==> src/design/rmsm_pkg.sv <==
// ----------------------------------------------------------------------------
// rmsm_pkg
// Types and constants shared by the RMS level meter modules.
// ----------------------------------------------------------------------------
package rmsm_pkg;

    localparam int SAMPLE_BITS = 24;
    localparam int SUM_W   = 59;
    localparam int CNT_W   = 14;
    localparam int MS_W    = 32;
    localparam int LVL_W   = 16;
    localparam int COEF_W  = 16;
    localparam int CFG_W   = 16;
    localparam int IDX_W   = 2;

    localparam logic [1:0] CMD_FRAME = 2'd0;
    localparam logic [1:0] CMD_EMPTY = 2'd1;
    localparam logic [1:0] CMD_RESET = 2'd2;
    localparam logic [1:0] CMD_SPARE = 2'd3;

    localparam logic [IDX_W-1:0] REG_ATTACK   = 2'd0;
    localparam logic [IDX_W-1:0] REG_RELEASE  = 2'd1;
    localparam logic [IDX_W-1:0] REG_CHANNELS = 2'd2;

    typedef struct packed {
        logic [1:0]             command;
        logic [SAMPLE_BITS-1:0] left_sample;
        logic [SAMPLE_BITS-1:0] right_sample;
        logic                   last_in_block;
    } t_in_word;

    typedef struct packed {
        logic [LVL_W-1:0] meter_level;
        logic             was_rising;
    } t_out_word;

    // Job handed from the front end to the back end.
    typedef enum logic [1:0] {
        JOB_BLOCK = 2'd0,
        JOB_EMPTY = 2'd1,
        JOB_CLEAR = 2'd2
    } t_job_kind;

    typedef struct packed {
        t_job_kind        kind;
        logic [SUM_W-1:0] sum;
        logic [CNT_W-1:0] count;
    } t_job;

    typedef enum logic [2:0] {
        ST_IDLE,
        ST_DIV,
        ST_MUL,
        ST_SQRT,
        ST_OUT
    } t_back_state;

endpackage

==> src/design/rmsm_queue.sv <==
// ----------------------------------------------------------------------------
// rmsm_queue
// Small FIFO of block jobs between the front end and the back end.
// ----------------------------------------------------------------------------
module rmsm_queue #(
    parameter int DEPTH_LOG2 = 2
) (
    input  logic           i_clk,
    input  logic           i_rst_n,
    input  logic           i_valid,
    output logic           o_stall,
    input  rmsm_pkg::t_job i_job,
    output logic           o_valid,
    input  logic           i_pop,
    output rmsm_pkg::t_job o_job
);
    import rmsm_pkg::*;

    localparam int DEPTH = 1 << DEPTH_LOG2;

    t_job                r_mem [DEPTH];
    logic [DEPTH_LOG2-1:0] r_wp, r_rp;
    logic [DEPTH_LOG2:0]   r_cnt;
    logic                push, pop;

    assign o_stall = r_cnt == (DEPTH_LOG2+1)'(DEPTH);
    assign o_valid = r_cnt != '0;
    assign o_job   = r_mem[r_rp];
    assign push    = i_valid && !o_stall;
    assign pop     = i_pop && o_valid;

    always_ff @(posedge i_clk) begin
        if (!i_rst_n) begin
            r_wp  <= '0;
            r_rp  <= '0;
            r_cnt <= '0;
        end else begin
            if (push) r_wp <= r_wp + 1'b1;
            if (pop)  r_rp <= r_rp + 1'b1;
            r_cnt <= r_cnt + (DEPTH_LOG2+1)'(push) - (DEPTH_LOG2+1)'(pop);
        end
        if (push) r_mem[r_wp] <= i_job;
    end
endmodule

==> config.mk <==
export PLATFORM = sky130hd
export DESIGN_NAME = rmsm_queue
export DESIGN_NICKNAME = d
export VERILOG_FILES = /design/src/design/rmsm_pkg.sv /design/src/design/rmsm_queue.sv
export SDC_FILE = /design/constraint.sdc
export NUM_CORES = 1
export LEC_CHECK = 0
export ABC_AREA = 1
export BUFFER_PORTS_ARGS = -buffer_cell sky130_fd_sc_hd__buf_2
export CAP_MARGIN = 20
export CORE_ASPECT_RATIO = 0.5
export CORE_UTILIZATION = 60
export CTS_CLUSTER_SIZE = 20
export DETAILED_ROUTE_END_ITERATION = 16
export PLACE_DENSITY = 0.85
export REMOVE_ABC_BUFFERS = 1
export SETUP_SLACK_MARGIN = 0.05
export SLEW_MARGIN = 20
export SYNTH_ARGS = -nofsm -noshare
export SYNTH_HDL_FRONTEND = slang
export SYNTH_SLANG_ARGS = --single-unit
==> constraint.sdc <==
create_clock -name i_clk -period 13.1 [get_ports i_clk]
set_input_delay 0.655 -clock i_clk [delete_from_list [all_inputs] [get_ports i_clk]]
set_output_delay 0.655 -clock i_clk [all_outputs]
set_load 0.005 [all_outputs]
==> results.json <==
{
  "outcome": "finished clean",
  "synth-compound-area-share": 0.125,
  "synthDominantAreaCellType": "sky130_fd_sc_hd__edfxtp_1",
  "synthTopCellsByCount": "sky130_fd_sc_hd__edfxtp_1, sky130_fd_sc_hd__o21ai_0, sky130_fd_sc_hd__nor2_1",
  "finalWirelength_um": 23600,
  "avgRoutedWirePerCell_um": 19.3,
  "fp.dieW_um": 204,
  "fraction_of_layout_cells_with_a_size_suffix_above_1": 0.315,
  "io_pins": 156,
  "io_buffer_count": 155,
  "synth_fa_ha_area_frac": 0.00779,
  "cts.repair.resized": 0,
  "post_synth_mux_area_share": 0,
  "post_cts_hold_buffer_count": 0,
  "ant_nets": 0,
  "critical_path.max_stage_delay_ps": 940,
  "number_of_antenna_violations_at_the_first_check_in_global_routing": 4,
  "grt_first_pass_wirelength_um": 35200,
  "core-area_sq_mm": 0.0197,
  "setup.worst_path.start_class": "register",
  "tightest_slew_ps": 1050,
  "finClkSkew_ps": 9.14,
  "fin_nets": 1022,
  "drt-pass1-iter-count": 5,
  "clock_tree.root_cell": "sky130_fd_sc_hd__clkbuf_16",
  "leakage_power_of_the_design_nw": 4.75,
  "synth-edff-count": 300,
  "worst_setup_path_end_kind": "output port",
  "hold_viol": 0,
  "finalCoreUtilization": 0.704,
  "worst_ir_drop_vdd_mv": 0.156,
  "drt_drc_violations_left": 0,
  "yosysMostFrequentCell": "sky130_fd_sc_hd__edfxtp_1",
  "netlist-cell-type-count": 24,
  "worst_slack_ps": 9120,
  "finalCritPeriodShare": 0.304,
  "fin_setup_tns_ps": 0,
  "place_worst_setup_slack_ps": 9610,
  "power_density_mw_per_mm2": 182,
  "grt_max_degree": 87,
  "drv.max_cap_violation_count": 0,
  "die_area_sq_mm": 0.0210,
  "data_required_time_of_the_worst_path_ps": 12440,
  "cts_max_level": 1,
  "start_util": 0.620,
  "grt.total_usage": 0.221,
  "clockBufferDepth": 3,
  "placed_cells": 1172,
  "number_of_standard_cells_after_synthesis": 791,
  "path_cells": "inv_6 -> buf_4 -> o21ai_0 -> o22ai_2 -> buf_2",
  "sequential_fraction_of_the_synthesis_area": 0.752,
  "critPathKind": "register to output port",
  "synth-main-ff-cell": "sky130_fd_sc_hd__edfxtp_1",
  "synth_xor_xnor_area_share": 0,
  "mappedNetlistArea_sq_mm": 0.0122,
  "worstHoldPathType": "input pin to register",
  "post_synth.cell_area_avg_sq_um": 15.4,
  "finalNonFillerCells": 1221,
  "max_freq_mhz": 251,
  "synth_top_family_by_area": "compound AO/OA/AOI/OAI gates",
  "post-synth-top-area-fraction": 0.738,
  "viasPerCell": 5.71,
  "cell_types_occupying_the_most_area_after_synthesis": "sky130_fd_sc_hd__edfxtp_1, sky130_fd_sc_hd__o21ai_0, sky130_fd_sc_hd__o22ai_2",
  "synthToLayoutAreaGrowth_pct": 13.5,
  "cts_post_setup_buffers_inserted": 0,
  "dpl.hpwl_um": 13000,
  "critPathMaxFanout": 81,
  "initialDrtViolationCount": 536,
  "globalplace.congestion": 0.705,
  "tritoncts": "done",
  "yosys_warnings": 0,
  "clock_pin_slew_worst_setup_and_hold_paths_ps": 60,
  "final_max_slew_viol_count": 0,
  "rows": 36,
  "arrival_ps": 3330,
  "n_fill_cell": 1236,
  "rsz0062_at_grt": "false",
  "die_y_um": 103,
  "critical_path.slowest_cell": "sky130_fd_sc_hd__buf_4",
  "overflow": 0,
  "clock_insertion_delay_worst_skew_ps": 510,
  "cts_inserted_buffers": 27,
  "number_of_global_route_vias_before_repair": 6766,
  "setup_viol": 0,
  "timing.max_slew.rel_slack": 0.302,
  "simple_logic_cell_fraction_of_the_synthesized_area": 0.0817,
  "min_period_ps": 3980,
  "detailroute.via_count": 6974,
  "ys_async_sr_fraction": 0,
  "ys_seq_elements": 309,
  "cts_sinks": 309
}
[worst paths after layout]
kind,startpoint,end,slack [ps],cells after the start
max,register,o_job[34],9120,5
min,i_job[27],r_mem[1][27],350,1
max reg2reg,r_cnt[1],r_mem[2][28],10420,5
min reg2reg,r_rp[0],r_rp[0],510,2
[layer usage]
| metal | global-route usage | part of all wire | wire, um | up-vias |
|---|---|---|---|---|
| li1 | - | - | - | 3262 |
| met2 | 0.387 | 0.51 | 12000 | 223 |
| met3 | 0.0370 | 0.057 | 1340 | 39 |
| met1 | 0.289 | 0.41 | 9720 | 3450 |
| met4 | 0.0642 | 0.020 | 473 | 0 |
| met5 | 0 | 0 | 0 | - |
[kinds of logic (layout without fill, tap and decap cells)]
| kind of cell | Yosys count | count (layout) |
|---|---|---|
| compound gates | 232 | 232 |
| other cells | 0 | 4 |
| buf+inv | 65 | 225 |
| fa+ha+maj | 7 | 7 |
| simple gates | 178 | 178 |
| flops | 309 | 309 |
[flip-flops by register name (all words and copies together) (netlist names), named ones only]
signal,count
r_rp,2
r_mem,300
r_wp,2
r_cnt,3
[cells in the final DEF (no fill, tap or decap), drive strengths merged, types with 4 or more instances in the layout]
master,synthesis,layout
ha,6,6
diode,0,4
edfxtp,300,300
buf,25,164
nand2,13,13
clkinv,0,13
o21ai,151,151
clkbuf,23,30
nor2,162,162
o22ai,75,75
a21oi,4,4
dfxtp,9,9
inv,17,17
[cell type report]
cell class	count	area, sq um	area share
inverters	17	68.8	0.00496
well taps	266	333	0.0240
clock inverters	14	62.6	0.00451
diodes	4	10.0	0.000722
repair buffers	164	856	0.0617
clock buffers	30	687	0.0496
flip-flops and latches	309	9190	0.663
multi-input cells	417	2650	0.191
[report_power, final]
part / internal, mW / switching (mW)
sequential: 1.21 / 0.0452
combinational: 0.210 / 0.371
clock: 0.373 / 0.321
total: 1.79 / 0.737
[critical path, delay by kind of cell (launching register included)]
kind	cells	cell delay, ps
buf+inv	3	1790
flops	1	540
compound gates	2	400
[stage by stage]
step	hold WS (ps)	cell area (sq um)	power, mW
finish	351	13900	2.52
global route	330	13900	2.64
CTS	333	13800	2.54
detailed placement	486	13100	1.86
global placement	464	13100	1.83
floorplan	448	11900	1.62
No activity file was read; power rests on OpenSTA's default activity.
