--- src/design/rmsm_pkg.sv ---
// ----------------------------------------------------------------------------
// rmsm_pkg
// Types and constants shared by the RMS level meter modules.
// ----------------------------------------------------------------------------
package rmsm_pkg;

    localparam int SAMPLE_BITS = 24;
    localparam int SUM_W   = 59;
    localparam int CNT_W   = 14;
    localparam int MS_W    = 32;
    localparam int LVL_W   = 16;
    localparam int COEF_W  = 16;
    localparam int CFG_W   = 16;
    localparam int IDX_W   = 2;

    localparam logic [1:0] CMD_FRAME = 2'd0;
    localparam logic [1:0] CMD_EMPTY = 2'd1;
    localparam logic [1:0] CMD_RESET = 2'd2;
    localparam logic [1:0] CMD_SPARE = 2'd3;

    localparam logic [IDX_W-1:0] REG_ATTACK   = 2'd0;
    localparam logic [IDX_W-1:0] REG_RELEASE  = 2'd1;
    localparam logic [IDX_W-1:0] REG_CHANNELS = 2'd2;

    typedef struct packed {
        logic [1:0]             command;
        logic [SAMPLE_BITS-1:0] left_sample;
        logic [SAMPLE_BITS-1:0] right_sample;
        logic                   last_in_block;
    } t_in_word;

    typedef struct packed {
        logic [LVL_W-1:0] meter_level;
        logic             was_rising;
    } t_out_word;

    // Job handed from the front end to the back end.
    typedef enum logic [1:0] {
        JOB_BLOCK = 2'd0,
        JOB_EMPTY = 2'd1,
        JOB_CLEAR = 2'd2
    } t_job_kind;

    typedef struct packed {
        t_job_kind        kind;
        logic [SUM_W-1:0] sum;
        logic [CNT_W-1:0] count;
    } t_job;

    typedef enum logic [2:0] {
        ST_IDLE,
        ST_DIV,
        ST_MUL,
        ST_SQRT,
        ST_OUT
    } t_back_state;

endpackage

--- src/design/rmsm_front.sv ---
// ----------------------------------------------------------------------------
// rmsm_front
// Accumulates squared samples per block and issues block-end, empty-block and reset jobs.
// ----------------------------------------------------------------------------
module rmsm_front #(
    parameter int MAX_BLOCK_FRAMES = 4096
) (
    input  logic                               i_clk,
    input  logic                               i_rst_n,
    input  logic                               i_valid,
    output logic                               o_stall,
    input  logic [1:0]                         i_command,
    input  logic [rmsm_pkg::SAMPLE_BITS-1:0]   i_left,
    input  logic [rmsm_pkg::SAMPLE_BITS-1:0]   i_right,
    input  logic                               i_last,
    input  logic                               i_stereo,
    output logic                               o_job_valid,
    input  logic                               i_job_stall,
    output rmsm_pkg::t_job                     o_job
);
    import rmsm_pkg::*;

    localparam int SQ_W = 2 * SAMPLE_BITS;
    localparam int CAP_RAW = 2 * MAX_BLOCK_FRAMES;
    localparam int CAP = (CAP_RAW < 16383) ? CAP_RAW : 16383;
    localparam logic [SUM_W:0] SUM_MAX = {1'b0, {SUM_W{1'b1}}};

    logic [SUM_W-1:0] r_sum, n_sum;
    logic [CNT_W-1:0] r_cnt, n_cnt;
    logic             r_jv, n_jv;
    t_job             r_job, n_job;

    logic [SAMPLE_BITS-1:0] mag_l, mag_r;
    logic [SQ_W-1:0]        sq_l, sq_r;
    logic [SUM_W:0]         s1, s2, s1c;
    logic [CNT_W:0]         cnt_next;
    logic                   fits, accept;

    assign o_stall     = r_jv && i_job_stall;
    assign accept      = i_valid && !o_stall;
    assign o_job_valid = r_jv;
    assign o_job       = r_job;

    always_comb begin
        mag_l = i_left[SAMPLE_BITS-1] ? (~i_left + 1'b1) : i_left;
        mag_r = i_right[SAMPLE_BITS-1] ? (~i_right + 1'b1) : i_right;
        sq_l  = mag_l * mag_l;
        sq_r  = i_stereo ? mag_r * mag_r : '0;
        s1    = {1'b0, r_sum} + (SUM_W+1)'(sq_l);
        s1c   = (s1 > SUM_MAX) ? SUM_MAX : s1;
        s2    = s1c + (SUM_W+1)'(sq_r);
        if (s2 > SUM_MAX) s2 = SUM_MAX;
        cnt_next = {1'b0, r_cnt} + (i_stereo ? (CNT_W+1)'(2) : (CNT_W+1)'(1));
        fits  = cnt_next <= (CNT_W+1)'(CAP);
    end

    always_comb begin
        n_sum = r_sum;
        n_cnt = r_cnt;
        n_jv  = r_jv && i_job_stall;
        n_job = r_job;
        if (accept) begin
            case (i_command)
                CMD_FRAME: begin
                    if (fits) begin
                        n_sum = s2[SUM_W-1:0];
                        n_cnt = cnt_next[CNT_W-1:0];
                    end
                    if (i_last) begin
                        n_jv        = 1'b1;
                        n_job.kind  = JOB_BLOCK;
                        n_job.sum   = fits ? s2[SUM_W-1:0] : r_sum;
                        n_job.count = fits ? cnt_next[CNT_W-1:0] : r_cnt;
                        n_sum = '0;
                        n_cnt = '0;
                    end
                end
                CMD_EMPTY, CMD_RESET: begin
                    n_jv        = 1'b1;
                    n_job.kind  = (i_command == CMD_EMPTY) ? JOB_EMPTY : JOB_CLEAR;
                    n_job.sum   = '0;
                    n_job.count = '0;
                    n_sum = '0;
                    n_cnt = '0;
                end
                default: ;
            endcase
        end
    end

    always_ff @(posedge i_clk) begin
        if (!i_rst_n) begin
            r_sum <= '0;
            r_cnt <= '0;
            r_jv  <= 1'b0;
        end else begin
            r_sum <= n_sum;
            r_cnt <= n_cnt;
            r_jv  <= n_jv;
        end
        r_job <= n_job;
    end
endmodule

--- config.mk ---
export PLATFORM = sky130hd
export DESIGN_NAME = rmsm_front
export DESIGN_NICKNAME = d
export VERILOG_FILES = /design/src/design/rmsm_pkg.sv /design/src/design/rmsm_front.sv
export SDC_FILE = /design/constraint.sdc
export NUM_CORES = 2
export LEC_CHECK = 0
export BUFFER_PORTS_ARGS = -buffer_cell sky130_fd_sc_hd__buf_4
export CORE_UTILIZATION = 50
export CTS_CLUSTER_DIAMETER = 30
export DETAILED_ROUTE_END_ITERATION = 8
export GPL_ROUTABILITY_DRIVEN = 1
export PLACE_DENSITY = 0.69
export SETUP_SLACK_MARGIN = 0.05
export SKIP_CTS_REPAIR_TIMING = 1
export SLEW_MARGIN = 20
export SYNTH_ARGS = -nofsm -noshare
export SYNTH_HDL_FRONTEND = slang
export SYNTH_SLANG_ARGS = --single-unit
--- constraint.sdc ---
create_clock -name i_clk -period 11.45 [get_ports i_clk]
set_input_delay 0 -clock i_clk [delete_from_list [all_inputs] [get_ports i_clk]]
set_output_delay 0 -clock i_clk [all_outputs]
set_load 0.005 [all_outputs]
==> impl_metrics.toml <==
[clock_tree]
cts_root_buffer = "sky130_fd_sc_hd__clkbuf_16"
clk_path_buf_depth = 2
tritoncts_num_sinks = 149
path_clk_slew_ps = 80
tritoncts = "built"
cts-buffers-inserted = 17
cts.htree.levels = 4
clock_insertion_delay_worst_skew_ps = 480

[layout]
filler_cell_count = 7476
mostFrequentLayoutCell = "sky130_fd_sc_hd__inv_1"
final_nets = 7121
final_cell_mix = "sky130_fd_sc_hd__inv_1 (1193), sky130_fd_sc_hd__fa_1 (878), sky130_fd_sc_hd__buf_4 (798)"
growth_of_design_area_from_synthesis_to_finish_pct = 22.7
finish.instance_area_mm2 = 0.0539
layout-drive-gt1-share_pct = 20.5

[synth]
yosysWarningCount = 0
postSynthCellCount = 5056
synthFlopType = "sky130_fd_sc_hd__edfxtp_1"
syn_area_mm2 = 0.0440
synth_edf_count = 75
seq_area_frac_synth_pct = 8.49
number_of_storage_elements_in_the_synthesis_netlist = 149
synth-async-reset-ratio_pct = 0
post_synth.cell_area_avg_um2 = 8.69
yosysUniqueCellTypes = 91

[global_route]
grt_first_pass_wirelength_mm = 205
gr-usage-all-layers_pct = 29.5
grt_remaining_overflow = 0
grt_max_degree = 74
antenna_found_initial = 2
first_global_vias = 39500

[floorplan]
dieHeight_um = 299
std_cell_rows = 108
floorplan.initialDensity_pct = 50.6
num_io_pins = 133
area_of_the_core_mm2 = 0.0869
chipWidth_um = 299
die_area_mm2 = 0.0891

[sta]
final_hold_viol_count = 0
finClkSkew_ps = 16.9
final-setup-viol-count = 0
post-route-min-period_ps = 11320
worst_pin_slew_ps = 1170
maximum_achievable_frequency_mhz = 88.4
maxSlewHeadroom_pct = 22.2
rsz_0062_raised_after_global_routing = "yes"
layout_worst_path_cycle_share_pct = 98.8
fin_worst_hold_slack_ps = 37.5
setup_total_negative_slack_ps = 0
setup_ws_ps = 134
timing.final.max_slew_violations = 0

[setup_path]
crit_top_cell = "sky130_fd_sc_hd__fa_1"
cp.arrival_ps = 11610
worst-path-buf-inv = 13
worst_ep_required_time_ps = 11740
setup.reg_to_reg.worst_slack_ps = 3440
timing.critical_path.to = "o_job[72]"
cpLargestDelayFamily = "simple AND/OR/NAND/NOR gates"
slowest_stage = "sky130_fd_sc_hd__fa_1"
worst-path-max-fanout = 7
crit-reg2reg-capture = "o_job[72]"
worstSetupPathType = "input port to register"
start_kind = "input port"
endpoint_class_of_the_critical_path = "register"
worst-r2r-cell-count = 33
critical_path_cell_count = 49
slowest_delay_ps = 540
r2r_start = "r_sum[10]"
critical_path.startpoint = "i_left[4]"

[routing]
detailroute.via_count = 37300
drt_iter0_markers = 2649
drt-vias-per-instance = 5.37
ant_nets = 0
drtPass1Iterations = 6
routed_wirelength_mm = 131
post-route-drc-count = 0
avgRoutedWirePerCell_um = 18.8

[min_path]
worst_hold_path_type = "input port to register"

[placed_design]
dpl-instance-area_mm2 = 0.0514
pre_cts_ws_ps = -1080
count_of_port_buffers_added_during_placement = 132
place_hpwl_mm = 109
routabilityCongestion = 0.985

[job]
drv_cap = 0

[run_status]
run_status = "finished clean"
## kinds of logic after synthesis
| kind of cell | count (synthesis) | share of synthesized area [%] |
|---|---|---|
| adder cells (fa/ha/maj) | 1290 | 51.9 |
| AO/OA/AOI/OAI | 699 | 10.2 |
| AND/OR/NAND/NOR | 1297 | 12.9 |
| flip-flops | 149 | 8.49 |
| other | 2 | 0.0171 |
| XOR/XNOR | 198 | 3.96 |
| buffers and inverters | 1411 | 12.2 |
| multiplexers | 10 | 0.231 |
## tightest hold or removal path, stage by stage
cell                     delay (ps)
sky130_fd_sc_hd__buf_4           80
sky130_fd_sc_hd__inv_1           50
sky130_fd_sc_hd__ha_1           180
sky130_fd_sc_hd__nor2_1          80
## sequential cells by signal (all words and copies together) (netlist names)
signal,flops
r_sum,59
o_job_valid,1
r_cnt,14
o_job,75
## layout make-up
type	count	area, µm²	area share (%)
Tap cell	1155	1450	2.68
Timing Repair Buffer	851	6820	12.6
Multi-Input combinational cell	3532	36700	68.0
Clock inverter	15	199	0.369
Sequential cell	149	3730	6.92
Inverter	1224	4610	8.55
Clock buffer	17	425	0.789
Antenna cell	1	2.50	0.00464
## worst min-delay path by stage
| stage | from | to | slack [ps] | cells after the start |
|---|---|---|---|---|
| after global placement | i_job_stall | o_stall | 290 | 4 |
| after detailed placement | i_job_stall | o_stall | 280 | 4 |
| after CTS | i_job_stall | o_job_valid | -130 | 4 |
| final | i_command[1] | o_job[74] | 40 | 4 |
| after floorplan | i_job_stall | o_stall | 110 | 2 |
| after global routing | i_command[1] | o_job[74] | 90 | 4 |
## per-layer routing
layer	up-vias	routed length, µm	global-route usage [%]	share of wire [%]
met5	-	0	0	0
met4	0	4790	10.1	3.7
met3	263	10600	6.03	8.1
met2	1326	63500	49.6	49
met1	18700	51800	38.0	40
li1	17100	-	-	-
## cells in the mapped netlist (47+ instances only)
| master | count | share of area (%) |
|---|---|---|
| sky130_fd_sc_hd__nor3_1 | 47 | 0.54 |
| sky130_fd_sc_hd__o21ai_0 | 152 | 1.7 |
| sky130_fd_sc_hd__a21o_1 | 90 | 1.5 |
| sky130_fd_sc_hd__xor2_1 | 89 | 1.8 |
| sky130_fd_sc_hd__dfxtp_1 | 74 | 3.4 |
| sky130_fd_sc_hd__fa_1 | 890 | 41 |
| sky130_fd_sc_hd__edfxtp_1 | 75 | 5.1 |
| sky130_fd_sc_hd__inv_1 | 1207 | 10 |
| sky130_fd_sc_hd__clkbuf_1 | 156 | 1.3 |
| sky130_fd_sc_hd__a21oi_1 | 188 | 2.1 |
| sky130_fd_sc_hd__xnor2_1 | 108 | 2.2 |
| sky130_fd_sc_hd__nand3_1 | 51 | 0.58 |
| sky130_fd_sc_hd__ha_1 | 400 | 11 |
| sky130_fd_sc_hd__nor2_1 | 472 | 4.0 |
| sky130_fd_sc_hd__nand2_1 | 492 | 4.2 |
## through the flow
stage                     utilization (%)  cells
final                                62.1   6944
after global routing                 62.1   6943
after CTS                            59.8   6895
after detailed placement             59.1   6863
after global placement               59.1   6863
after floorplan                         -   5089
Power is not shown: default switching activity piles up to over one toggle a cycle in this logic, so the estimate is an artifact.
